**src/rtl/core/tpac_pkg.sv**
```systemverilog
// Package for the triac phase angle controller core.
// Holds event codes, register indexes, widths, reset values and the sequencer states.
// No dependencies; every other file of the block refers to it by scoped names.
package tpac_pkg;

    // Event codes carried in the action field of a request.
    typedef enum logic [1:0] {
        ACT_TICK  = 2'd0,
        ACT_ZERO  = 2'd1,
        ACT_POWER = 2'd2
    } action_t;

    // Configuration register indexes.
    localparam logic [2:0] REG_MIN_DELAY    = 3'd0;
    localparam logic [2:0] REG_POWER_MARGIN = 3'd1;
    localparam logic [2:0] REG_LOAD_STEP    = 3'd2;
    localparam logic [2:0] REG_HALF_PERIOD  = 3'd3;
    localparam logic [2:0] REG_GLITCH_TICKS = 3'd4;
    localparam logic [2:0] REG_SYNC_LOSS    = 3'd5;

    localparam int CFG_INDEX_W = 3;
    localparam int CFG_DATA_W  = 16;

    // Field widths.
    localparam int DELAY_W    = 7;
    localparam int POWER_W    = 16;
    localparam int MARGIN_W   = 14;
    localparam int STEP_W     = 10;
    localparam int GLITCH_W   = 10;
    localparam int SINCE_W    = 16;
    localparam int POSITION_W = 8;

    // Firing limits in ticks.
    localparam logic [DELAY_W-1:0] FIRE_LIMIT = 7'd98;
    localparam logic [DELAY_W-1:0] DELAY_OFF  = 7'd100;

    // Register reset values.
    localparam logic [DELAY_W-1:0]  RST_MIN_DELAY    = 7'd10;
    localparam logic [MARGIN_W-1:0] RST_POWER_MARGIN = 14'd0;
    localparam logic [STEP_W-1:0]   RST_LOAD_STEP    = 10'd10;
    localparam logic [GLITCH_W-1:0] RST_GLITCH_TICKS = 10'd80;
    localparam logic [SINCE_W-1:0]  RST_SYNC_LOSS    = 16'd5000;

    // The serial divider produces one quotient bit per cycle over a 16-bit magnitude.
    localparam int DIV_STEPS = 16;
    localparam int DIV_CNT_W = $clog2(DIV_STEPS + 1);

    // Sequencer states, one-hot.
    typedef enum logic [2:0] {
        ST_IDLE  = 3'b001,
        ST_DIV   = 3'b010,
        ST_APPLY = 3'b100
    } state_t;

endpackage

```
**src/rtl/core/tpac_if.sv**
```systemverilog
// Valid/ready channel interfaces of the triac phase angle controller core.
// Depends on tpac_pkg for the field widths.
interface tpac_evt_if;
    logic                                valid;
    logic                                ready;
    logic [1:0]                          action;
    logic signed [tpac_pkg::POWER_W-1:0] power_w;
    logic                                tank_enabled;
    logic                                tank_forced_on;
    logic                                target_reached;
    logic                                mains_present;

    modport source (
        output valid, action, power_w, tank_enabled, tank_forced_on,
               target_reached, mains_present,
        input  ready
    );
    modport sink (
        input  valid, action, power_w, tank_enabled, tank_forced_on,
               target_reached, mains_present,
        output ready
    );
endinterface

interface tpac_res_if;
    logic                         valid;
    logic                         ready;
    logic                         gate;
    logic [tpac_pkg::DELAY_W-1:0] firing_delay;
    logic                         over_production;
    logic                         sync_lost;
    logic                         phase_positive;

    modport source (
        output valid, gate, firing_delay, over_production, sync_lost, phase_positive,
        input  ready
    );
    modport sink (
        input  valid, gate, firing_delay, over_production, sync_lost, phase_positive,
        output ready
    );
endinterface

```
**src/rtl/core/triac_phase_angle_controller_core.sv**
```systemverilog
// Triac phase angle controller: zero-cross synchronized firing with a delay regulator.
// Depends on tpac_pkg and on the channel interfaces in tpac_if.sv.
//
// Usage:
// Requests arrive on evt (valid/ready): a timer tick, a zero crossing or a power
// update. Every request gives exactly one result on res (valid/ready), holding the
// gate level, firing delay and status flags after that event.
// Configuration registers are written through cfg_we / cfg_index / cfg_data;
// the user must do so only while no request is in flight, as the block itself
// does not enforce it. Writes to unused indexes are ignored. A tick or zero
// crossing passes from the request capture registers through the apply step
// into the output register. For a power update |power + margin| is formed as
// the request is taken, then the restoring divider runs (one quotient bit per
// cycle), the apply step applies the clamp and the result goes into the output
// register. One request is worked on at a time: a new request is not accepted
// until the last has left the apply step. evt.ready is high only when idle.
// The result sits in an output register; a new request is accepted while it
// waits. If the receiver stalls, the next result holds in the apply step until
// the output register frees, and no further request is accepted meanwhile.
// Reset: firing delay 100 (off), gate low, all flags clear, the elapsed count
// saturated, and the configuration registers at their documented defaults.
module triac_phase_angle_controller_core (
    input  logic                             clk,
    input  logic                             rst_n,
    tpac_evt_if.sink                         evt,
    tpac_res_if.source                       res,
    input  logic                             cfg_we,
    input  logic [tpac_pkg::CFG_INDEX_W-1:0] cfg_index,
    input  logic [tpac_pkg::CFG_DATA_W-1:0]  cfg_data
);

    localparam int DW = tpac_pkg::DELAY_W;
    localparam int SW = tpac_pkg::STEP_W;
    localparam int QW = tpac_pkg::DIV_STEPS;
    // Sum of power and margin, and the signed delay arithmetic.
    localparam int SUM_W = tpac_pkg::POWER_W + 1;
    localparam int D_W   = QW + 2;

    // Configuration registers.
    logic [DW-1:0]                        min_delay_reg;
    logic signed [tpac_pkg::MARGIN_W-1:0] power_margin_reg;
    logic [SW-1:0]                        load_step_reg;
    logic                                 half_period_reg;
    logic [tpac_pkg::GLITCH_W-1:0]        glitch_ticks_reg;
    logic [tpac_pkg::SINCE_W-1:0]         sync_loss_reg;

    // Controller state.
    logic [tpac_pkg::POSITION_W-1:0] position_reg, position_next;
    logic [tpac_pkg::SINCE_W-1:0]    since_zero_reg, since_zero_next;
    logic                            phase_reg, phase_next;
    logic                            sync_lost_reg, sync_lost_next;
    logic                            mains_reg, mains_next;
    logic [DW-1:0]                   delay_reg, delay_next;
    logic                            gate_reg, gate_next;
    logic                            overprod_reg, overprod_next;

    // Sequencer and the request being worked on.
    tpac_pkg::state_t          state_reg, state_next;
    tpac_pkg::action_t         act_reg;
    logic                      enabled_reg, forced_reg, reached_reg, mains_in_reg;
    logic                      neg_reg;
    logic [QW-1:0]             quo_reg, quo_next;
    logic [SW:0]               rem_reg, rem_next;
    logic [tpac_pkg::DIV_CNT_W-1:0] cnt_reg, cnt_next;

    // Output register.
    logic          res_valid_reg, res_valid_next;
    logic          res_gate_reg, res_overprod_reg, res_sync_reg, res_phase_reg;
    logic [DW-1:0] res_delay_reg;

    logic evt_fire, slot_free, apply_fire;

    // Combinational helpers.
    logic signed [SUM_W-1:0] sum;
    logic [SUM_W-1:0]        sum_abs;
    logic [SW-1:0]           divisor;
    logic [SW:0]             shifted;
    logic [SW+1:0]           trial;
    logic [QW:0]             quo_adj;
    logic signed [D_W-1:0]   q_signed;
    logic signed [D_W-1:0]   d_sum;
    logic [DW-1:0]           lo;
    logic [DW-1:0]           new_delay;
    logic                    run_regulator;

    assign evt_fire   = evt.valid && evt.ready;
    assign evt.ready  = (state_reg == tpac_pkg::ST_IDLE);
    assign slot_free  = !res_valid_reg || res.ready;
    assign apply_fire = (state_reg == tpac_pkg::ST_APPLY) && slot_free;

    // Configuration write port.
    always_ff @(posedge clk or negedge rst_n)
    begin
        if (!rst_n)
        begin
            min_delay_reg    <= tpac_pkg::RST_MIN_DELAY;
            power_margin_reg <= tpac_pkg::RST_POWER_MARGIN;
            load_step_reg    <= tpac_pkg::RST_LOAD_STEP;
            half_period_reg  <= 1'b0;
            glitch_ticks_reg <= tpac_pkg::RST_GLITCH_TICKS;
            sync_loss_reg    <= tpac_pkg::RST_SYNC_LOSS;
        end
        else if (cfg_we)
        begin
            unique case (cfg_index)
                tpac_pkg::REG_MIN_DELAY:    min_delay_reg    <= cfg_data[DW-1:0];
                tpac_pkg::REG_POWER_MARGIN:
                    power_margin_reg <= cfg_data[tpac_pkg::MARGIN_W-1:0];
                tpac_pkg::REG_LOAD_STEP:    load_step_reg    <= cfg_data[SW-1:0];
                tpac_pkg::REG_HALF_PERIOD:  half_period_reg  <= cfg_data[0];
                tpac_pkg::REG_GLITCH_TICKS:
                    glitch_ticks_reg <= cfg_data[tpac_pkg::GLITCH_W-1:0];
                tpac_pkg::REG_SYNC_LOSS:
                    sync_loss_reg <= cfg_data[tpac_pkg::SINCE_W-1:0];
                default: ;
            endcase
        end
    end

    // Magnitude of power plus margin, formed when a request is accepted.
    always_comb
    begin
        sum = SUM_W'(evt.power_w) + SUM_W'(power_margin_reg);
        sum_abs = sum[SUM_W-1] ? SUM_W'(-sum) : SUM_W'(sum);
    end

    // One restoring division step; a zero load step divides by one.
    always_comb
    begin
        divisor = (load_step_reg == '0) ? SW'(1) : load_step_reg;
        shifted = {rem_reg[SW-1:0], quo_reg[QW-1]};
        trial   = {1'b0, shifted} - {2'b00, divisor};
    end

    // Floor quotient, new delay and its clamp.
    always_comb
    begin
        quo_adj  = {1'b0, quo_reg} + (QW+1)'(neg_reg && (rem_reg != '0));
        q_signed = neg_reg ? -$signed({1'b0, quo_adj}) : $signed({1'b0, quo_adj});
        d_sum    = $signed({{(D_W-DW){1'b0}}, delay_reg}) + q_signed;
        lo       = (min_delay_reg > tpac_pkg::DELAY_OFF) ? tpac_pkg::DELAY_OFF
                                                        : min_delay_reg;
        priority if (forced_reg || d_sum < $signed({{(D_W-DW){1'b0}}, lo}))
            new_delay = lo;
        else if (d_sum > $signed({{(D_W-DW){1'b0}}, tpac_pkg::DELAY_OFF}))
            new_delay = tpac_pkg::DELAY_OFF;
        else
            new_delay = d_sum[DW-1:0];
        run_regulator = enabled_reg && !reached_reg && mains_in_reg;
    end

    // Sequencer and divider next state.
    always_comb
    begin
        state_next = state_reg;
        quo_next   = quo_reg;
        rem_next   = rem_reg;
        cnt_next   = cnt_reg;
        unique case (state_reg)
            tpac_pkg::ST_IDLE:
            begin
                if (evt_fire)
                begin
                    quo_next = sum_abs[QW-1:0];
                    rem_next = '0;
                    cnt_next = tpac_pkg::DIV_CNT_W'(tpac_pkg::DIV_STEPS);
                    if (evt.action == tpac_pkg::ACT_POWER)
                        state_next = tpac_pkg::ST_DIV;
                    else
                        state_next = tpac_pkg::ST_APPLY;
                end
            end
            tpac_pkg::ST_DIV:
            begin
                if (!trial[SW+1])
                begin
                    rem_next = trial[SW:0];
                    quo_next = {quo_reg[QW-2:0], 1'b1};
                end
                else
                begin
                    rem_next = shifted;
                    quo_next = {quo_reg[QW-2:0], 1'b0};
                end
                cnt_next = cnt_reg - 1'b1;
                if (cnt_reg == tpac_pkg::DIV_CNT_W'(1))
                    state_next = tpac_pkg::ST_APPLY;
            end
            tpac_pkg::ST_APPLY:
            begin
                if (slot_free)
                    state_next = tpac_pkg::ST_IDLE;
            end
            default: state_next = tpac_pkg::ST_IDLE;
        endcase
    end

    // Event update of the controller state.
    always_comb
    begin
        position_next   = position_reg;
        since_zero_next = since_zero_reg;
        phase_next      = phase_reg;
        sync_lost_next  = sync_lost_reg;
        mains_next      = mains_reg;
        delay_next      = delay_reg;
        gate_next       = gate_reg;
        overprod_next   = overprod_reg;
        if (apply_fire)
        begin
            unique case (act_reg)
                tpac_pkg::ACT_TICK:
                begin
                    if (position_reg != '1)
                        position_next = position_reg + 1'b1;
                    if (since_zero_reg != '1)
                        since_zero_next = since_zero_reg + 1'b1;
                    if (position_next > {1'b0, delay_reg}
                        && delay_reg < tpac_pkg::FIRE_LIMIT
                        && mains_reg && !sync_lost_reg
                        && (!half_period_reg || phase_reg))
                        gate_next = 1'b1;
                end
                tpac_pkg::ACT_ZERO:
                begin
                    if (since_zero_reg > {{(tpac_pkg::SINCE_W-tpac_pkg::GLITCH_W){1'b0}},
                                          glitch_ticks_reg})
                    begin
                        position_next   = '0;
                        since_zero_next = '0;
                        gate_next       = 1'b0;
                        phase_next      = !phase_reg;
                    end
                end
                tpac_pkg::ACT_POWER:
                begin
                    mains_next = mains_in_reg;
                    if (run_regulator)
                    begin
                        delay_next    = new_delay;
                        overprod_next = new_delay < tpac_pkg::DELAY_OFF;
                    end
                    else
                    begin
                        delay_next = tpac_pkg::DELAY_OFF;
                        gate_next  = 1'b0;
                    end
                    if (since_zero_reg > sync_loss_reg)
                    begin
                        sync_lost_next = 1'b1;
                        gate_next      = 1'b0;
                    end
                    else
                        sync_lost_next = 1'b0;
                end
                default: ;
            endcase
        end
    end

    // Output register handshake.
    always_comb
    begin
        if (apply_fire)
            res_valid_next = 1'b1;
        else if (res.ready)
            res_valid_next = 1'b0;
        else
            res_valid_next = res_valid_reg;
    end

    // Control and state registers.
    always_ff @(posedge clk or negedge rst_n)
    begin
        if (!rst_n)
        begin
            state_reg      <= tpac_pkg::ST_IDLE;
            cnt_reg        <= '0;
            res_valid_reg  <= 1'b0;
            position_reg   <= '0;
            since_zero_reg <= '1;
            phase_reg      <= 1'b0;
            sync_lost_reg  <= 1'b0;
            mains_reg      <= 1'b0;
            delay_reg      <= tpac_pkg::DELAY_OFF;
            gate_reg       <= 1'b0;
            overprod_reg   <= 1'b0;
        end
        else
        begin
            state_reg      <= state_next;
            cnt_reg        <= cnt_next;
            res_valid_reg  <= res_valid_next;
            position_reg   <= position_next;
            since_zero_reg <= since_zero_next;
            phase_reg      <= phase_next;
            sync_lost_reg  <= sync_lost_next;
            mains_reg      <= mains_next;
            delay_reg      <= delay_next;
            gate_reg       <= gate_next;
            overprod_reg   <= overprod_next;
        end
    end

    // Request capture, divider datapath and result payload.
    always_ff @(posedge clk)
    begin
        quo_reg <= quo_next;
        rem_reg <= rem_next;
        if (evt_fire)
        begin
            act_reg      <= tpac_pkg::action_t'(evt.action);
            enabled_reg  <= evt.tank_enabled;
            forced_reg   <= evt.tank_forced_on;
            reached_reg  <= evt.target_reached;
            mains_in_reg <= evt.mains_present;
            neg_reg      <= sum[SUM_W-1];
        end
        if (apply_fire)
        begin
            res_gate_reg     <= gate_next;
            res_delay_reg    <= delay_next;
            res_overprod_reg <= overprod_next;
            res_sync_reg     <= sync_lost_next;
            res_phase_reg    <= phase_next;
        end
    end

    assign res.valid           = res_valid_reg;
    assign res.gate            = res_gate_reg;
    assign res.firing_delay    = res_delay_reg;
    assign res.over_production = res_overprod_reg;
    assign res.sync_lost       = res_sync_reg;
    assign res.phase_positive  = res_phase_reg;

    // The reported delay never goes past the off value.
    a_delay_range: assert property (@(posedge clk) disable iff (!rst_n)
        res.valid |-> res.firing_delay <= tpac_pkg::DELAY_OFF)
        else $error("firing delay above off value");

    // A driven gate is never reported together with lost sync.
    a_gate_sync: assert property (@(posedge clk) disable iff (!rst_n)
        res.valid && res.gate |-> !res.sync_lost)
        else $error("gate high while sync is lost");

    // After a request is taken the block is busy in the next cycle.
    a_busy_after_accept: assert property (@(posedge clk) disable iff (!rst_n)
        evt.valid && evt.ready |=> !evt.ready)
        else $error("request accepted while busy");

    // The over production flag only rises together with a delay below off.
    a_overprod_delay: assert property (@(posedge clk) disable iff (!rst_n)
        $rose(overprod_reg) |-> delay_reg < tpac_pkg::DELAY_OFF)
        else $error("over production flag rose with delay at off");

endmodule
```
**src/flat_wrapper.sv**
```systemverilog
// flat-port wrapper written by rule: the top's interface ports become plain ports
module triac_phase_angle_controller_core_flat 
  (clk, rst_n, cfg_we, cfg_index, cfg_data, evt_valid, evt_action, evt_power_w, evt_tank_enabled, evt_tank_forced_on, evt_target_reached, evt_mains_present, evt_ready, res_valid, res_gate, res_firing_delay, res_over_production, res_sync_lost, res_phase_positive, res_ready);
  tpac_evt_if evt_i ();
  tpac_res_if res_i ();
  input  logic clk;
  input  logic rst_n;
  input  logic cfg_we;
  input  logic [tpac_pkg::CFG_INDEX_W-1:0] cfg_index;
  input  logic [tpac_pkg::CFG_DATA_W-1:0] cfg_data;
  input wire logic [$bits(evt_i.valid)-1:0] evt_valid;
  input wire logic [$bits(evt_i.action)-1:0] evt_action;
  input wire logic [$bits(evt_i.power_w)-1:0] evt_power_w;
  input wire logic [$bits(evt_i.tank_enabled)-1:0] evt_tank_enabled;
  input wire logic [$bits(evt_i.tank_forced_on)-1:0] evt_tank_forced_on;
  input wire logic [$bits(evt_i.target_reached)-1:0] evt_target_reached;
  input wire logic [$bits(evt_i.mains_present)-1:0] evt_mains_present;
  output wire logic [$bits(evt_i.ready)-1:0] evt_ready;
  output wire logic [$bits(res_i.valid)-1:0] res_valid;
  output wire logic [$bits(res_i.gate)-1:0] res_gate;
  output wire logic [$bits(res_i.firing_delay)-1:0] res_firing_delay;
  output wire logic [$bits(res_i.over_production)-1:0] res_over_production;
  output wire logic [$bits(res_i.sync_lost)-1:0] res_sync_lost;
  output wire logic [$bits(res_i.phase_positive)-1:0] res_phase_positive;
  input wire logic [$bits(res_i.ready)-1:0] res_ready;
  assign evt_i.valid = evt_valid;
  assign evt_i.action = evt_action;
  assign evt_i.power_w = evt_power_w;
  assign evt_i.tank_enabled = evt_tank_enabled;
  assign evt_i.tank_forced_on = evt_tank_forced_on;
  assign evt_i.target_reached = evt_target_reached;
  assign evt_i.mains_present = evt_mains_present;
  assign evt_ready = evt_i.ready;
  assign res_valid = res_i.valid;
  assign res_gate = res_i.gate;
  assign res_firing_delay = res_i.firing_delay;
  assign res_over_production = res_i.over_production;
  assign res_sync_lost = res_i.sync_lost;
  assign res_phase_positive = res_i.phase_positive;
  assign res_i.ready = res_ready;
  triac_phase_angle_controller_core u_core (.clk(clk), .rst_n(rst_n), .evt(evt_i), .res(res_i), .cfg_we(cfg_we), .cfg_index(cfg_index), .cfg_data(cfg_data));
endmodule
```
**config.mk**
```make
export PLATFORM = sky130hd
export DESIGN_NAME = triac_phase_angle_controller_core_flat
export DESIGN_NICKNAME = d
export VERILOG_FILES = /design/src/rtl/core/tpac_pkg.sv /design/src/rtl/core/tpac_if.sv /design/src/rtl/core/triac_phase_angle_controller_core.sv /design/src/flat_wrapper.sv
export SDC_FILE = /design/constraint.sdc
export NUM_CORES = 1
export LEC_CHECK = 0
export BUFFER_PORTS_ARGS = -buffer_cell sky130_fd_sc_hd__buf_2
export CORE_AREA = 2 2 135 137
export CTS_CLUSTER_DIAMETER = 30
export DETAILED_ROUTE_END_ITERATION = 10
export DIE_AREA = 0 0 137 139
export PLACE_DENSITY = 0.84
export SLEW_MARGIN = 20
export SYNTH_ARGS = -nofsm -noshare
export SYNTH_HDL_FRONTEND = slang
export SYNTH_SLANG_ARGS = --single-unit
```
**constraint.sdc**
```tcl
create_clock -name clk -period 8 [get_ports clk]
set_input_delay 1.6 -clock clk [delete_from_list [all_inputs] [get_ports clk]]
set_output_delay 1.6 -clock clk [all_outputs]
set_load 0.03 [all_outputs]
```
-- Word-level counts from Yosys, hierarchy flattened
Index checks and enable logic that the tools add are counted.
- order comparisons: 8
- equal/unequal tests: 19
- reductions and logical operators: 35
- $add $sub $neg: 9
- muxes and demuxes: 47
- operators by type and width (operator ; count):
    $mux W16 ; 4
    $pmux W16 S2 ; 2
    $mux W7 ; 6
    $mux W8 ; 4
    $mux W11 ; 2
    $pmux W11 S2 ; 1
    $add A8 B18 Y18 ; 1
    $gt A18 B8 Y1 const B ; 1
    $lt A18 B8 Y1 ; 1
    $mux W18 ; 1
    $neg A17 Y18 ; 1
    $add A16 B1 Y17 ; 1
    $add A16 B14 Y17 ; 1
    $mux W1 ; 17
    $add A16 B1 Y16 const B ; 1
    $gt A16 B10 Y1 ; 1
    $gt A16 B16 Y1 ; 1
    $ne A16 B16 Y1 const B ; 1
    $neg A16 Y16 ; 1
    $pmux W8 S2 ; 1
    $reduce_and A2 Y1 ; 8
    $lt A7 B7 Y1 const B ; 2
    $mux W3 ; 4
    $sub A11 B10 Y12 ; 1
    28 further kinds ; 54
- flip-flop bits (word level): 148
- input bits: 46
- output and inout bits: 13

-- Longest topological paths before layout
Gate-level depths: netlist of run 1.
- depth in word-level cells: 13
- mapped depth: 24

-- Least setup slack after synthesis of run 1
OpenSTA, ideal clock, no wires.
- path kind: reg-to-reg
- start point: reg u_core.rem_reg[0]
- end point: reg u_core.res_overprod_reg, in the netlist u_core.res.over_production, data pin
- setup time: 0.263 ns
- cell stages (with the launch flop): 23
- arrival time: 4.601 ns
- required time: 7.737 ns
- slack: 3.135 ns
- cells stage by stage: edfxtp_1 > nor4_1 > a31oi_1 > ha_1 > ha_1 > inv_1 > ha_1 > and3_1 > a31oi_1 > o21bai_1 > nand2_1 > xnor2_1 > ha_1 > a31oi_1 > nor2b_1 > mux2i_1 > or4_1 > nor3_1 > a211oi_1 > a311oi_2 > or2_1 > a41oi_1 > a211o_1
- longest elaborated chain between the ends: 13
- RTL lines (what ; line ; RTL):
    from (decl) ; triac_phase_angle_controller_core.sv:63 ; logic [SW:0] rem_reg, rem_next;
    from (signal assigned) ; triac_phase_angle_controller_core.sv:309 ; rem_reg <= rem_next;
    $reduce_bool A11 Y1 * ; triac_phase_angle_controller_core.sv:138 ; quo_adj = {1'b0, quo_reg} + (QW+1)'(neg_reg && (rem_reg != '0));
    $logic_and A1 B1 Y1 * ; triac_phase_angle_controller_core.sv:138 ;
    $add A16 B1 Y17 * ; triac_phase_angle_controller_core.sv:138 ;
    $neg A17 Y18 ; triac_phase_angle_controller_core.sv:139 ; q_signed = neg_reg ? -$signed({1'b0, quo_adj}) : $signed({1'b0, quo_adj});
    $mux W18 * ; triac_phase_angle_controller_core.sv:139 ;
    $add A8 B18 Y18 * ; triac_phase_angle_controller_core.sv:140 ; d_sum = $signed({{(D_W-DW){1'b0}}, delay_reg}) + q_signed;
    $gt A18 B8 Y1 or $lt A18 B8 Y1 (tied branches) ; triac_phase_angle_controller_core.sv:145, triac_phase_angle_controller_core.sv:143 ;
    $mux W7 or $logic_or A1 B1 Y1 (tied branches) ; triac_phase_angle_controller_core.sv:145, triac_phase_angle_controller_core.sv:143 ;
    $mux W7 * ; triac_phase_angle_controller_core.sv:143 ; priority if (forced_reg || d_sum < $signed({{(D_W-DW){1'b0}}, lo}))
    $lt A7 B7 Y1 * ; triac_phase_angle_controller_core.sv:241 ; overprod_next = new_delay < tpac_pkg::DELAY_OFF;
    $mux W1 * ; triac_phase_angle_controller_core.sv:238 ; if (run_regulator)
    $mux W1 * ; triac_phase_angle_controller_core.sv:211 ; unique case (act_reg)
    $mux W1 * ; triac_phase_angle_controller_core.sv:209 ; if (apply_fire)
    via u_core.overprod_next ; triac_phase_angle_controller_core.sv:55 ; logic overprod_reg, overprod_next;
    to (signal assigned) ; triac_phase_angle_controller_core.sv:323 ; res_overprod_reg <= overprod_next;
    to (decl) ; triac_phase_angle_controller_core.sv:68 ; logic res_gate_reg, res_overprod_reg, res_sync_reg, res_phase_reg;
The timed path passes the listed nets; every way through them passes the cells marked *.
A chain may end at the register's enable or synchronous reset.

-- Final worst setup path of run 1
- start point: reg u_core.neg_reg
- end point: reg u_core.res_overprod_reg, in the netlist u_core.res.over_production, data pin
- longest elaborated chain between the ends: 12
- RTL lines (what ; line ; RTL):
    from (decl) ; triac_phase_angle_controller_core.sv:61 ; logic neg_reg;
    from (signal assigned) ; triac_phase_angle_controller_core.sv:317 ; neg_reg <= sum[SUM_W-1];
    $logic_and A1 B1 Y1 ; triac_phase_angle_controller_core.sv:138 ;
    $add A16 B1 Y17 ; triac_phase_angle_controller_core.sv:138 ;
    $neg A17 Y18 ; triac_phase_angle_controller_core.sv:139 ;
    $mux W18 * ; triac_phase_angle_controller_core.sv:139 ;
    $add A8 B18 Y18 * ; triac_phase_angle_controller_core.sv:140 ;
    $gt A18 B8 Y1 or $lt A18 B8 Y1 (tied branches) ; triac_phase_angle_controller_core.sv:145, triac_phase_angle_controller_core.sv:143 ;
    $mux W7 or $logic_or A1 B1 Y1 (tied branches) ; triac_phase_angle_controller_core.sv:145, triac_phase_angle_controller_core.sv:143 ;
    $mux W7 * ; triac_phase_angle_controller_core.sv:143 ;
    $lt A7 B7 Y1 * ; triac_phase_angle_controller_core.sv:241 ;
    $mux W1 * ; triac_phase_angle_controller_core.sv:238 ;
    $mux W1 * ; triac_phase_angle_controller_core.sv:211 ;
    $mux W1 * ; triac_phase_angle_controller_core.sv:209 ;
    via u_core.overprod_next ; triac_phase_angle_controller_core.sv:55 ;
Marks and branches as above.

==> impl_metrics.csv, run 1 <==
group,metric,value,unit
timing,holdWs,0.491,ns
final_layout,stdcell_area,11400,um2
cts,cts-root-buf,"clkbuf_16",
cts,cts_made_buffers,17,
synthesis,ys.flop_type,"dfrtp_1",
timing,rsz0062_at_grt,"no",
worst_setup_path,crit_path_max_incr_delay,0.71,ns
synthesis,async_reset_ff_share,69.6,%
pwr,p_per_area,332,nW/um2
min_path,hold_path_class,"flop to flop",
cts,cts_sinks,148,
timing,setup_viol,0,
synthesis,synth_cell_types,89,
global_routing,grt_pass1_vias,8385,
synthesis,yosysSeqAreaShare,38.2,%
cts,cts-resized-gates,0,
placed_design,dpl_cell_area,10800,um2
timing,clock.fmax,0.163,GHz
final_layout,nets,1285,
worst_setup_path,reg2reg_depth,20,
worst_setup_path,crit_chain,"clkinv_1 > a31oi_1 > ha_1 > ha_1 > nand3_1 > nor4b_1 > o21bai_1 > nand2_1 > xnor2_1 > ha_1 > a31oi_1 > nor2b_1 > mux2i_1 > or4_1 > nor3_1 > a211oi_1 > a311oi_2 > a2bb2oi_2 > a41oi_1 > a211o_1",
final_layout,n_fill_cell,1353,
global_routing,grt_start_max_net_pins,58,
worst_setup_path,cp_slowest_cell,"edfxtp_1",
global_routing,grt_pass1_wl,40.9,mm
cts,clk_pin_slew,0.06,ns
timing,period_share,76.5,%
synthesis,syn_nets,1240,
worst_setup_path,end_kind,"flop",
synthesis,synth_edf_count,45,
pwr,peakVddDrop,217,uV
timing,tns,0,ns
synthesis,syn_inst,1111,
worst_setup_path,arrival,6.29,ns
routing,vias,8630,
placed_design,io_buffers,58,
timing,slew_headroom,36.4,%
worst_setup_path,crit_top_cell,"ha_1",
placed_design,place.gp.congestion,0.929,
timing,slew_viol_final,0,
pwr,total_power,0.00380,W
final_layout,drive_gt1_share,16.9,%
global_routing,overflow,0,
routing,ant_nets,0,
synthesis,synth.avg_cell_area,9.35,um2
floorplan,rows,49,
final_layout,area_delta_synth_final,10.2,%
routing,wl_per_cell,17.5,um
worst_setup_path,setup.worst_path.class,"flop to flop",
routing,drt_pass1_iterations,5,
routing,drc,0,
cts,clk_path_buf_depth,2,
worst_setup_path,worstPathMaxFanout,18,
floorplan,die_w,137,um
final_layout,stdcell_count,1398,
timing,hold_viol,0,
floorplan,design.core.area,17700,um2
placed_design,place_inst,1366,
routing,dr.first_iter.drc_count,797,
global_routing,track_usage,26.9,%
floorplan,dieArea,19000,um2
global_routing,antenna_found_initial,0,
cts,cts_tree,"yes",
synthesis,synthesis.area,10400,um2
cts,holdBufCountCts,0,
placed_design,hpwl,18.0,mm
timing,worst_slew_pin_slew,0.929,ns
timing,min_period,6.12,ns
floorplan,fp.dieH,139,um
synthesis,ys_seq_elements,148,
min_path,hold_path_depth,2,
run_status,status,"complete, no violations",
routing,drt-total-wl,24.5,mm
final_layout,num_antenna_cells,0,
worst_setup_path,cp.required,8.17,ns
cts,post_cts_buffers,0,
worst_setup_path,startpoint_type,"flop",
floorplan,ioPinCount,59,
timing,skew,0.00817,ns
run,cap_violations,0,
cts,ctsHtreeMaxLevel,4,
synthesis,yosys_warnings,0,
floorplan,initial_core_util,58.8,%
routing,post_drt_via_cell_ratio,6.17,
cts,clock_latency,0.43,ns
pwr,power.leakage,4.89,nW
-- synth_stat cells (14+ instances only) --
library cell / number / share of area (%)
nand2_1: 100 / 3.6
nor2_1: 84 / 3.0
ha_1: 80 / 9.6
inv_1: 80 / 2.9
dfrtp_1: 72 / 17
o21ai_0: 70 / 3.4
a21oi_1: 54 / 2.6
xnor2_1: 47 / 4.0
edfxtp_1: 45 / 13
mux2_2: 40 / 4.3
dfstp_2: 31 / 7.8
nand3_1: 30 / 1.4
nor3_1: 29 / 1.4
xor2_1: 26 / 2.2
clkbuf_1: 23 / 0.83
o21a_1: 19 / 1.4
nand4_1: 17 / 1.0
nand2b_1: 16 / 0.96
nor2b_1: 16 / 0.96
nor4_1: 15 / 0.90
a21o_1: 14 / 1.0
-- routing by layer --
metal | up-vias | wire length, um | share of wire [%] | global-route usage (%)
met5 | - | 0 | 0 | 0
met1 | 4142 | 10900 | 44 | 37.3
li1 | 4119 | - | - | -
met3 | 57 | 1420 | 5.8 | 4.61
met2 | 312 | 11600 | 47 | 42.3
met4 | 0 | 594 | 2.4 | 9.60
-- through the flow --
| step | worst slack (ns) | utilization, % |
|---|---|---|
| global placement | 2.30 | 61.3 |
| floorplan | 3.14 | - |
| finish | 1.88 | 64.8 |
| detailed placement | 2.05 | 61.4 |
| CTS | 1.97 | 64.8 |
| global route | 1.35 | 64.8 |
-- worst paths after layout --
path | slack [ns] | from | endpoint
setup / recovery | 1.88 | u_core.neg_reg$_DFFE_PP_ | u_core.res.over_production$_DFFE_PP_
hold / removal | 0.49 | u_core.mains_reg$_DFFE_PN0P_ | u_core.mains_reg$_DFFE_PN0P_
setup reg to reg | 1.88 | u_core.neg_reg$_DFFE_PP_ | u_core.res.over_production$_DFFE_PP_
hold reg to reg | 0.49 | u_core.mains_reg$_DFFE_PN0P_ | u_core.mains_reg$_DFFE_PN0P_
max in group asynchronous | 5.68 | rst_n | u_core.delay_reg[1]$_DFF_PN0_
min in group asynchronous | 1.17 | rst_n | u_core.sync_loss_reg[14]$_DFFE_PN0P_
-- cell type report --
type,count,area [um2],share of cell area (%)
multi-input combinational,845,5960,52.0
sequential,148,3970,34.7
clock buffer,21,485,4.24
timing repair buffer,63,330,2.88
inverter,81,304,2.66
tap,229,287,2.50
clock inverter,11,119,1.04
-- power breakdown --
group          internal, W  switching (W)  leakage [nW]  total [W]
Sequential         0.00100       0.000189          1.61    0.00119
Clock             0.000499       0.000320         0.307   0.000818
Combinational     0.000753        0.00103          2.97    0.00178
Total              0.00226        0.00154          4.89    0.00380
-- critical path: cells and delay by family, from the launching register on --
family | cells | cell delay (ns)
fa+ha+maj | 3 | 1.00
mux | 1 | 0.07
simple gates | 6 | 1.66
buf+inv | 1 | 0.41
compound gates | 8 | 1.91
flops | 1 | 0.71
xor+xnor | 1 | 0.08
-- placed cells by master (no fill, tap or decap), drive strengths merged, types with 10 or more instances in the layout --
master  Yosys  final
a21o       15     15
a21oi      54     54
a31oi      10     10
and3       10     10
buf        13     63
clkbuf     24     21
dfrtp      72     72
dfstp      31     31
edfxtp     45     45
ha         80     80
inv        80     85
mux2       40     40
mux2i      12     12
nand2     100    100
nand2b     16     16
nand3      31     31
nand4      20     20
nor2       85     85
nor2b      16     16
nor3       29     29
nor4       15     15
o21a       19     19
o21ai      70     70
o31ai      14     14
or3        11     11
or4        13     13
xnor2      47     47
xor2       26     26
-- cell families (layout without fill, tap and decap cells) --
kind of cell	Yosys count	count (layout)	share of synthesized area [%]
flops	148	148	38.2
fa+ha+maj	83	83	10.2
compound gates	257	257	16.5
mux	52	52	5.49
xor+xnor	73	73	6.16
simple gates	380	380	18.7
buf+inv	118	176	4.75
Note: power is estimated with default switching activity, not from simulation.
==> run 2: changes to the inputs <==
--- a/config.mk
+++ b/config.mk
@@ -6,11 +6,11 @@
 export NUM_CORES = 1
 export LEC_CHECK = 0
 export BUFFER_PORTS_ARGS = -buffer_cell sky130_fd_sc_hd__buf_2
-export CORE_AREA = 2 2 135 137
+export CORE_AREA = 2 2 140 142
 export CTS_CLUSTER_DIAMETER = 30
 export DETAILED_ROUTE_END_ITERATION = 10
-export DIE_AREA = 0 0 137 139
-export PLACE_DENSITY = 0.84
+export DIE_AREA = 0 0 142 144
+export PLACE_DENSITY = 0.82
 export SLEW_MARGIN = 20
 export SYNTH_ARGS = -nofsm -noshare
 export SYNTH_HDL_FRONTEND = slang
==> constraint.sdc (replaced) <==
create_clock -name clk -period 5.6 [get_ports clk]
set_input_delay 1.12 -clock clk [delete_from_list [all_inputs] [get_ports clk]]
set_output_delay 1.12 -clock clk [all_outputs]
set_load 0.03 [all_outputs]
==> run 2 against run 1 <==
Largest cell class unchanged. Largest power group unchanged. Clock-buffer cell count fell by 4. Sequential share of layout area fell by 0.20 points. First-iteration DRC count fell by 4.6%. Clock power rose by 32%. Via count fell by 1.2%. Cell count rose by 1.0%. Setup slack got worse by 1.6 ns. Critical path type unchanged. Die area rose by 7.4%. Highest routed layer unchanged. Wire length barely moved. Combinational power rose by 48%. Register-to-register slack got worse by 1.6 ns. Core utilization fell by 4.5 points.
==> impl_metrics.csv, run 2 (synthesized netlist as in run 1, its figures left out) <==
group,metric,value,unit
worst_setup_path,reg2reg_depth,23,
timing,holdWs,0.481,ns
timing,rsz0062_at_grt,"yes",
floorplan,initial_core_util,54.4,%
final_layout,stdcell_area,11500,um2
placed_design,hpwl,18.2,mm
cts,holdBufCountCts,0,
pwr,p_comb_share,48.7,%
routing,vias,8525,
floorplan,ioPinCount,59,
global_routing,grt_pass1_vias,8031,
timing,hold_viol,0,
routing,drt_pass1_iterations,5,
routing,wl_per_cell,17.3,um
global_routing,track_usage,24.5,%
pwr,sequentialPowerShare,31.4,%
pwr,switching_share,42.2,%
pwr,power.leakage,4.86,nW
final_layout,nets,1290,
min_path,min_to,"u_core.mains_reg$_DFFE_PN0P_",
floorplan,fp.dieH,144,um
worst_setup_path,timing.rr.end,"u_core.res.over_production$_DFFE_PP_",
floorplan,die_w,142,um
timing,min_period,5.33,ns
pwr,intPower,0.00312,W
final_layout,stdcell_count,1412,
cts,clk_path_buf_depth,2,
worst_setup_path,startpoint_type,"flop",
worst_setup_path,cp_slowest_cell,"or4_1",
pwr,p_per_area,469,nW/um2
min_path,worstHoldStart,"u_core.mains_reg$_DFFE_PN0P_",
cts,clk_pin_slew,0.06,ns
timing,period_share,95.1,%
pwr,peakVddDrop,295,uV
cts,ctsHtreeMaxLevel,4,
worst_setup_path,arrival,5.51,ns
cts,cts_tree,"yes",
global_routing,grt_start_max_net_pins,63,
worst_setup_path,cp.required,5.78,ns
worst_setup_path,path_buf_inv,1,
worst_setup_path,end_kind,"flop",
min_path,hold_path_depth,2,
worst_setup_path,crit_chain,"nor4_2 > a31oi_1 > ha_2 > ha_2 > inv_1 > ha_1 > and3_1 > a31oi_2 > nand2_1 > xnor2_1 > ha_1 > nor3_1 > nor2_1 > a31oi_2 > nor2b_1 > mux2i_1 > or4_1 > nor3_2 > a211oi_2 > a311oi_4 > a2bb2oi_2 > a41oi_1 > a211o_1",
global_routing,antenna_found_initial,0,
final_layout,final_cell_mix,"99 x nand2_1, 83 x nor2_1, 80 x inv_1",
timing,setup_viol,0,
timing,slew_headroom,29.1,%
final_layout,area_delta_synth_final,10.9,%
pwr,p_sw,0.00228,W
worst_setup_path,rrSetupSlack,0.27,ns
run,cap_violations,0,
floorplan,dieArea,20400,um2
timing,skew,0.00890,ns
cts,clock_latency,0.44,ns
cts,cts_sinks,148,
final_layout,final_common_cell,"nand2_1",
worst_setup_path,crit_path_max_incr_delay,0.46,ns
worst_setup_path,r2r_start,"u_core.rem_reg[4]$_SDFFCE_PN0P_",
placed_design,io_buffers,58,
placed_design,dpl_cell_area,10900,um2
routing,drt-total-wl,24.5,mm
routing,drc,0,
global_routing,grt_pass1_wl,39.9,mm
worst_setup_path,path_delay_family,"compound AO/OA/AOI/OAI gates",
routing,post_drt_via_cell_ratio,6.04,
run_status,status,"complete, no violations",
final_layout,drive_gt1_share,18.2,%
min_path,hold_path_class,"flop to flop",
floorplan,rows,51,
placed_design,place.gp.congestion,0.904,
pwr,clkPwrFrac,19.9,%
worst_setup_path,setup.worst_path.class,"flop to flop",
timing,slew_viol_final,0,
routing,ant_nets,0,
final_layout,n_fill_cell,1507,
final_layout,num_antenna_cells,0,
timing,clock.fmax,0.188,GHz
global_routing,overflow,0,
routing,dr.first_iter.drc_count,760,
placed_design,place_inst,1379,
cts,cts_made_buffers,17,
floorplan,design.core.area,19100,um2
cts,cts-root-buf,"clkbuf_16",
timing,worst_slew_pin_slew,1.06,ns
worst_setup_path,worstPathMaxFanout,8,
## run 2: stage by stage
stage,TNS [ns],power (W),setup slack (ns),util (%)
detailed placement,0,0.00421,0.134,57.0
CTS,0,0.00533,0.0809,59.8
floorplan,0,0.00365,0.735,-
global route,-0.108,0.00579,-0.0539,60.4
global placement,0,0.00411,0.322,57.0
finish,0,0.00540,0.273,60.4
## run 2: cell type report
cell class                      count  area, um2  area share, %
Clock buffer                       17        425           3.69
Clock inverter                     15        125           1.09
Inverter                           81        304           2.64
Multi-Input combinational cell    845       6030           52.3
Sequential cell                   148       3970           34.5
Tap cell                          238        298           2.59
Timing Repair Buffer               68        368           3.19
## run 2: worst max path at each step
stage	startpoint	endpoint	slack, ns	cells after the start
after global placement	u_core.rem_reg[0]$_SDFFCE_PN0P_	u_core.res.over_production$_DFFE_PP_	0.32	22
after detailed placement	u_core.rem_reg[0]$_SDFFCE_PN0P_	u_core.res.over_production$_DFFE_PP_	0.13	23
after CTS	u_core.rem_reg[0]$_SDFFCE_PN0P_	u_core.res.over_production$_DFFE_PP_	0.08	22
after floorplan	u_core.rem_reg[0]$_SDFFCE_PN0P_	u_core.res.over_production$_DFFE_PP_	0.74	22
final	u_core.rem_reg[4]$_SDFFCE_PN0P_	u_core.res.over_production$_DFFE_PP_	0.27	23
after global routing	u_core.rem_reg[4]$_SDFFCE_PN0P_	u_core.res.over_production$_DFFE_PP_	-0.05	23
## run 2: what timing repair did
item                                   4_1_cts  5_1_grt
buffers inserted                             0        1
resized for setup                            0       16
endpoints found under the hold margin        0        0
setup endpoints to repair                    0       16
## run 2: power groups by stage
| stage | sequential, W | combinational [W] | clock [W] |
|---|---|---|---|
| floorplan | 0.00159 | 0.00206 | 0 |
| global placement | 0.00169 | 0.00242 | 0 |
| detailed placement | 0.00170 | 0.00251 | 0 |
| CTS | 0.00168 | 0.00255 | 0.00109 |
| global route | 0.00173 | 0.00293 | 0.00113 |
| finish | 0.00169 | 0.00263 | 0.00108 |
## run 2: routing by layer
layer / vias up / part of all wire (%) / GRT usage (%)
met5: - / 0 / 0
met2: 278 / 46 / 39.6
met1: 4068 / 47 / 34.1
li1: 4141 / - / -
met4: 0 / 1.9 / 7.68
met3: 38 / 5.2 / 3.74
## run 2: worst register-to-register path, delay by kind of cell, from the launching register on
kind,cells,cell delay [ns]
AO/OA/AOI/OAI,8,1.63
buffers and inverters,1,0.05
XOR/XNOR,1,0.13
adder cells (fa/ha/maj),4,1.13
AND/OR/NAND/NOR,8,1.63
flip-flops,1,0.42
multiplexers,1,0.08
==> run 3: changes to the inputs <==
--- a/config.mk
+++ b/config.mk
@@ -5,12 +5,12 @@
 export SDC_FILE = /design/constraint.sdc
 export NUM_CORES = 1
 export LEC_CHECK = 0
-export BUFFER_PORTS_ARGS = -buffer_cell sky130_fd_sc_hd__buf_2
-export CORE_AREA = 2 2 140 142
+export CORE_AREA = 4 4 138 140
 export CTS_CLUSTER_DIAMETER = 30
 export DETAILED_ROUTE_END_ITERATION = 10
 export DIE_AREA = 0 0 142 144
-export PLACE_DENSITY = 0.82
+export DONT_BUFFER_PORTS = 1
+export PLACE_DENSITY = 0.83
 export SLEW_MARGIN = 20
 export SYNTH_ARGS = -nofsm -noshare
 export SYNTH_HDL_FRONTEND = slang
==> run 3 against run 2 <==
Sequential power about the same. Clock-buffer cell count up 2. Combinational power down 2%. Non-clock buffer count fell by 60. Setup slack improved by 0.055 ns. Power increased by 0.25%. Largest cell class unchanged. First-iteration DRC count up 3.2%.
==> impl_metrics.csv, run 3 (synthesized netlist as in run 1, its figures left out) <==
group,metric,value,unit
floorplan,die_w,142,um
final_layout,final_core_util,62.8,%
pwr,p_sw,0.00224,W
cts,clock_latency,0.44,ns
worst_setup_path,crit_path_max_incr_delay,0.44,ns
floorplan,dieArea,20400,um2
pwr,clkPwrFrac,20.7,%
floorplan,fp.dieH,144,um
placed_design,place.gp.congestion,0.917,
cts,clk_path_buf_depth,2,
timing,setup_viol,0,
floorplan,initial_core_util,58.2,%
worst_setup_path,cp.depth,22,
pwr,switching_share,41.3,%
pwr,peakVddDrop,391,uV
global_routing,grt_start_max_net_pins,104,
worst_setup_path,path_buf_inv,1,
cts,cts_sinks,148,
timing,hold_viol,0,
routing,post_drt_via_cell_ratio,6.27,
routing,drt-total-wl,24.7,mm
worst_setup_path,cp_slowest_cell,"or4_1",
final_layout,final_common_cell,"nand2_1",
global_routing,track_usage,24.7,%
floorplan,design.core.area,17800,um2
final_layout,final_cell_mix,"99 x nand2_1, 83 x nor2_1, 80 x inv_1",
worst_setup_path,arrival,5.45,ns
cts,cts-root-buf,"clkbuf_16",
routing,drt_pass1_iterations,5,
worst_setup_path,end_kind,"flop",
worst_setup_path,worstPathMaxFanout,8,
timing,slew_headroom,27.7,%
cts,ctsHtreeMaxLevel,4,
timing,period_share,94.1,%
pwr,sequentialPowerShare,31.7,%
run,cap_violations,0,
routing,ant_nets,0,
floorplan,ioPinCount,59,
cts,clk_pin_slew,0.07,ns
placed_design,hpwl,18.3,mm
cts,cts_tree,"yes",
pwr,total_power,0.00541,W
timing,clock.fmax,0.190,GHz
timing,worst_slew_pin_slew,1.08,ns
worst_setup_path,setup.worst_path.class,"flop to flop",
cts,cts_made_buffers,17,
worst_setup_path,crit_chain,"nor4_1 > a31oi_1 > ha_2 > ha_1 > inv_1 > ha_1 > and3_1 > a31oi_1 > o21bai_2 > nand2_1 > xnor2_1 > ha_1 > a31oi_4 > nor2b_1 > mux2i_1 > or4_1 > nor3_1 > a211oi_1 > a311oi_2 > a2bb2oi_2 > a41oi_1 > a211o_1",
global_routing,antenna_found_initial,0,
worst_setup_path,startpoint_type,"flop",
floorplan,rows,49,
routing,drc,0,
pwr,p_per_area,483,nW/um2
pwr,intPower,0.00317,W
pwr,power.leakage,4.65,nW
worst_setup_path,cp.required,5.78,ns
timing,skew,0.0123,ns
placed_design,place_inst,1310,
pwr,p_comb_share,47.6,%
global_routing,overflow,0,
routing,vias,8425,
final_layout,nets,1230,
routing,dr.first_iter.drc_count,784,
run_status,status,"complete, no violations",
placed_design,io_buffers,0,
min_path,hold_path_class,"primary input to asynchronous set/reset pin",
global_routing,grt_pass1_vias,8210,
timing,slew_viol_final,0,
cts,holdBufCountCts,0,
worst_setup_path,path_delay_family,"compound AO/OA/AOI/OAI gates",
final_layout,drive_gt1_share,13.6,%
worst_setup_path,crit_top_cell,"ha_1",
global_routing,grt_pass1_wl,40.5,mm
final_layout,stdcell_count,1343,
routing,wl_per_cell,18.4,um
final_layout,num_antenna_cells,0,
final_layout,area_delta_synth_final,7.94,%
worst_setup_path,reg2reg_depth,22,
timing,min_period,5.27,ns
==> run 3: per-stage QoR <==
stage / cell area, um2 / setup TNS, ns / hold slack [ns] / worst slack (ns)
after floorplan: 10400 / 0 / 0.438 / 0.735
final: 11200 / 0 / 0.382 / 0.328
after global placement: 10600 / 0 / 0.461 / 0.323
after CTS: 11100 / 0 / 0.360 / 0.157
after global routing: 11200 / -0.133 / 0.360 / -0.0533
after detailed placement: 10600 / 0 / 0.475 / 0.139
==> run 3: cell type report <==
cell class / count / area, um2
Tap cell: 229 / 287
Clock inverter: 13 / 119
Clock buffer: 19 / 454
Inverter: 81 / 304
Fill cell: 1416 / 6630
Timing Repair Buffer: 8 / 60.1
Multi-Input combinational cell: 845 / 6020
Sequential cell: 148 / 3970
==> run 3: power by group through the flow <==
| stage | clock (W) | combinational [W] | sequential, W |
|---|---|---|---|
| 2_1_floorplan | 0 | 0.00206 | 0.00159 |
| 3_3_place_gp | 0 | 0.00235 | 0.00171 |
| 3_5_place_dp | 0 | 0.00245 | 0.00172 |
| 4_1_cts | 0.00113 | 0.00249 | 0.00171 |
| 5_1_grt | 0.00118 | 0.00287 | 0.00175 |
| 6_report | 0.00112 | 0.00257 | 0.00171 |
==> run 3: repair_timing <==
action,CTS,global route
endpoints found under the hold margin,0,0
gates resized for setup,0,13
setup buffers,0,1
endpoints found under the setup margin,0,16
==> run 3: routing by layer <==
layer / track usage (%) / up-vias / wire length (um)
met5: 0 / - / 0
met4: 8.99 / 0 / 630
met3: 5.75 / 49 / 1880
met2: 39.8 / 326 / 11600
met1: 32.9 / 4053 / 10600
li1: - / 3997 / -
==> run 3: final timing paths <==
| check | endpoint | slack [ns] | startpoint |
|---|---|---|---|
| setup reg to reg | u_core.res.over_production$_DFFE_PP_ | 0.33 | u_core.rem_reg[2]$_SDFFCE_PN0P_ |
| min in group clk | u_core.mains_reg$_DFFE_PN0P_ | 0.49 | u_core.mains_reg$_DFFE_PN0P_ |
| max in group asynchronous | u_core.delay_reg[5]$_DFF_PN1_ | 5.01 | rst_n |
| setup / recovery | u_core.res.over_production$_DFFE_PP_ | 0.33 | u_core.rem_reg[2]$_SDFFCE_PN0P_ |
| hold / removal | u_core.sync_loss_reg[10]$_DFFE_PN0P_ | 0.38 | rst_n |
| hold reg to reg | u_core.mains_reg$_DFFE_PN0P_ | 0.49 | u_core.mains_reg$_DFFE_PN0P_ |
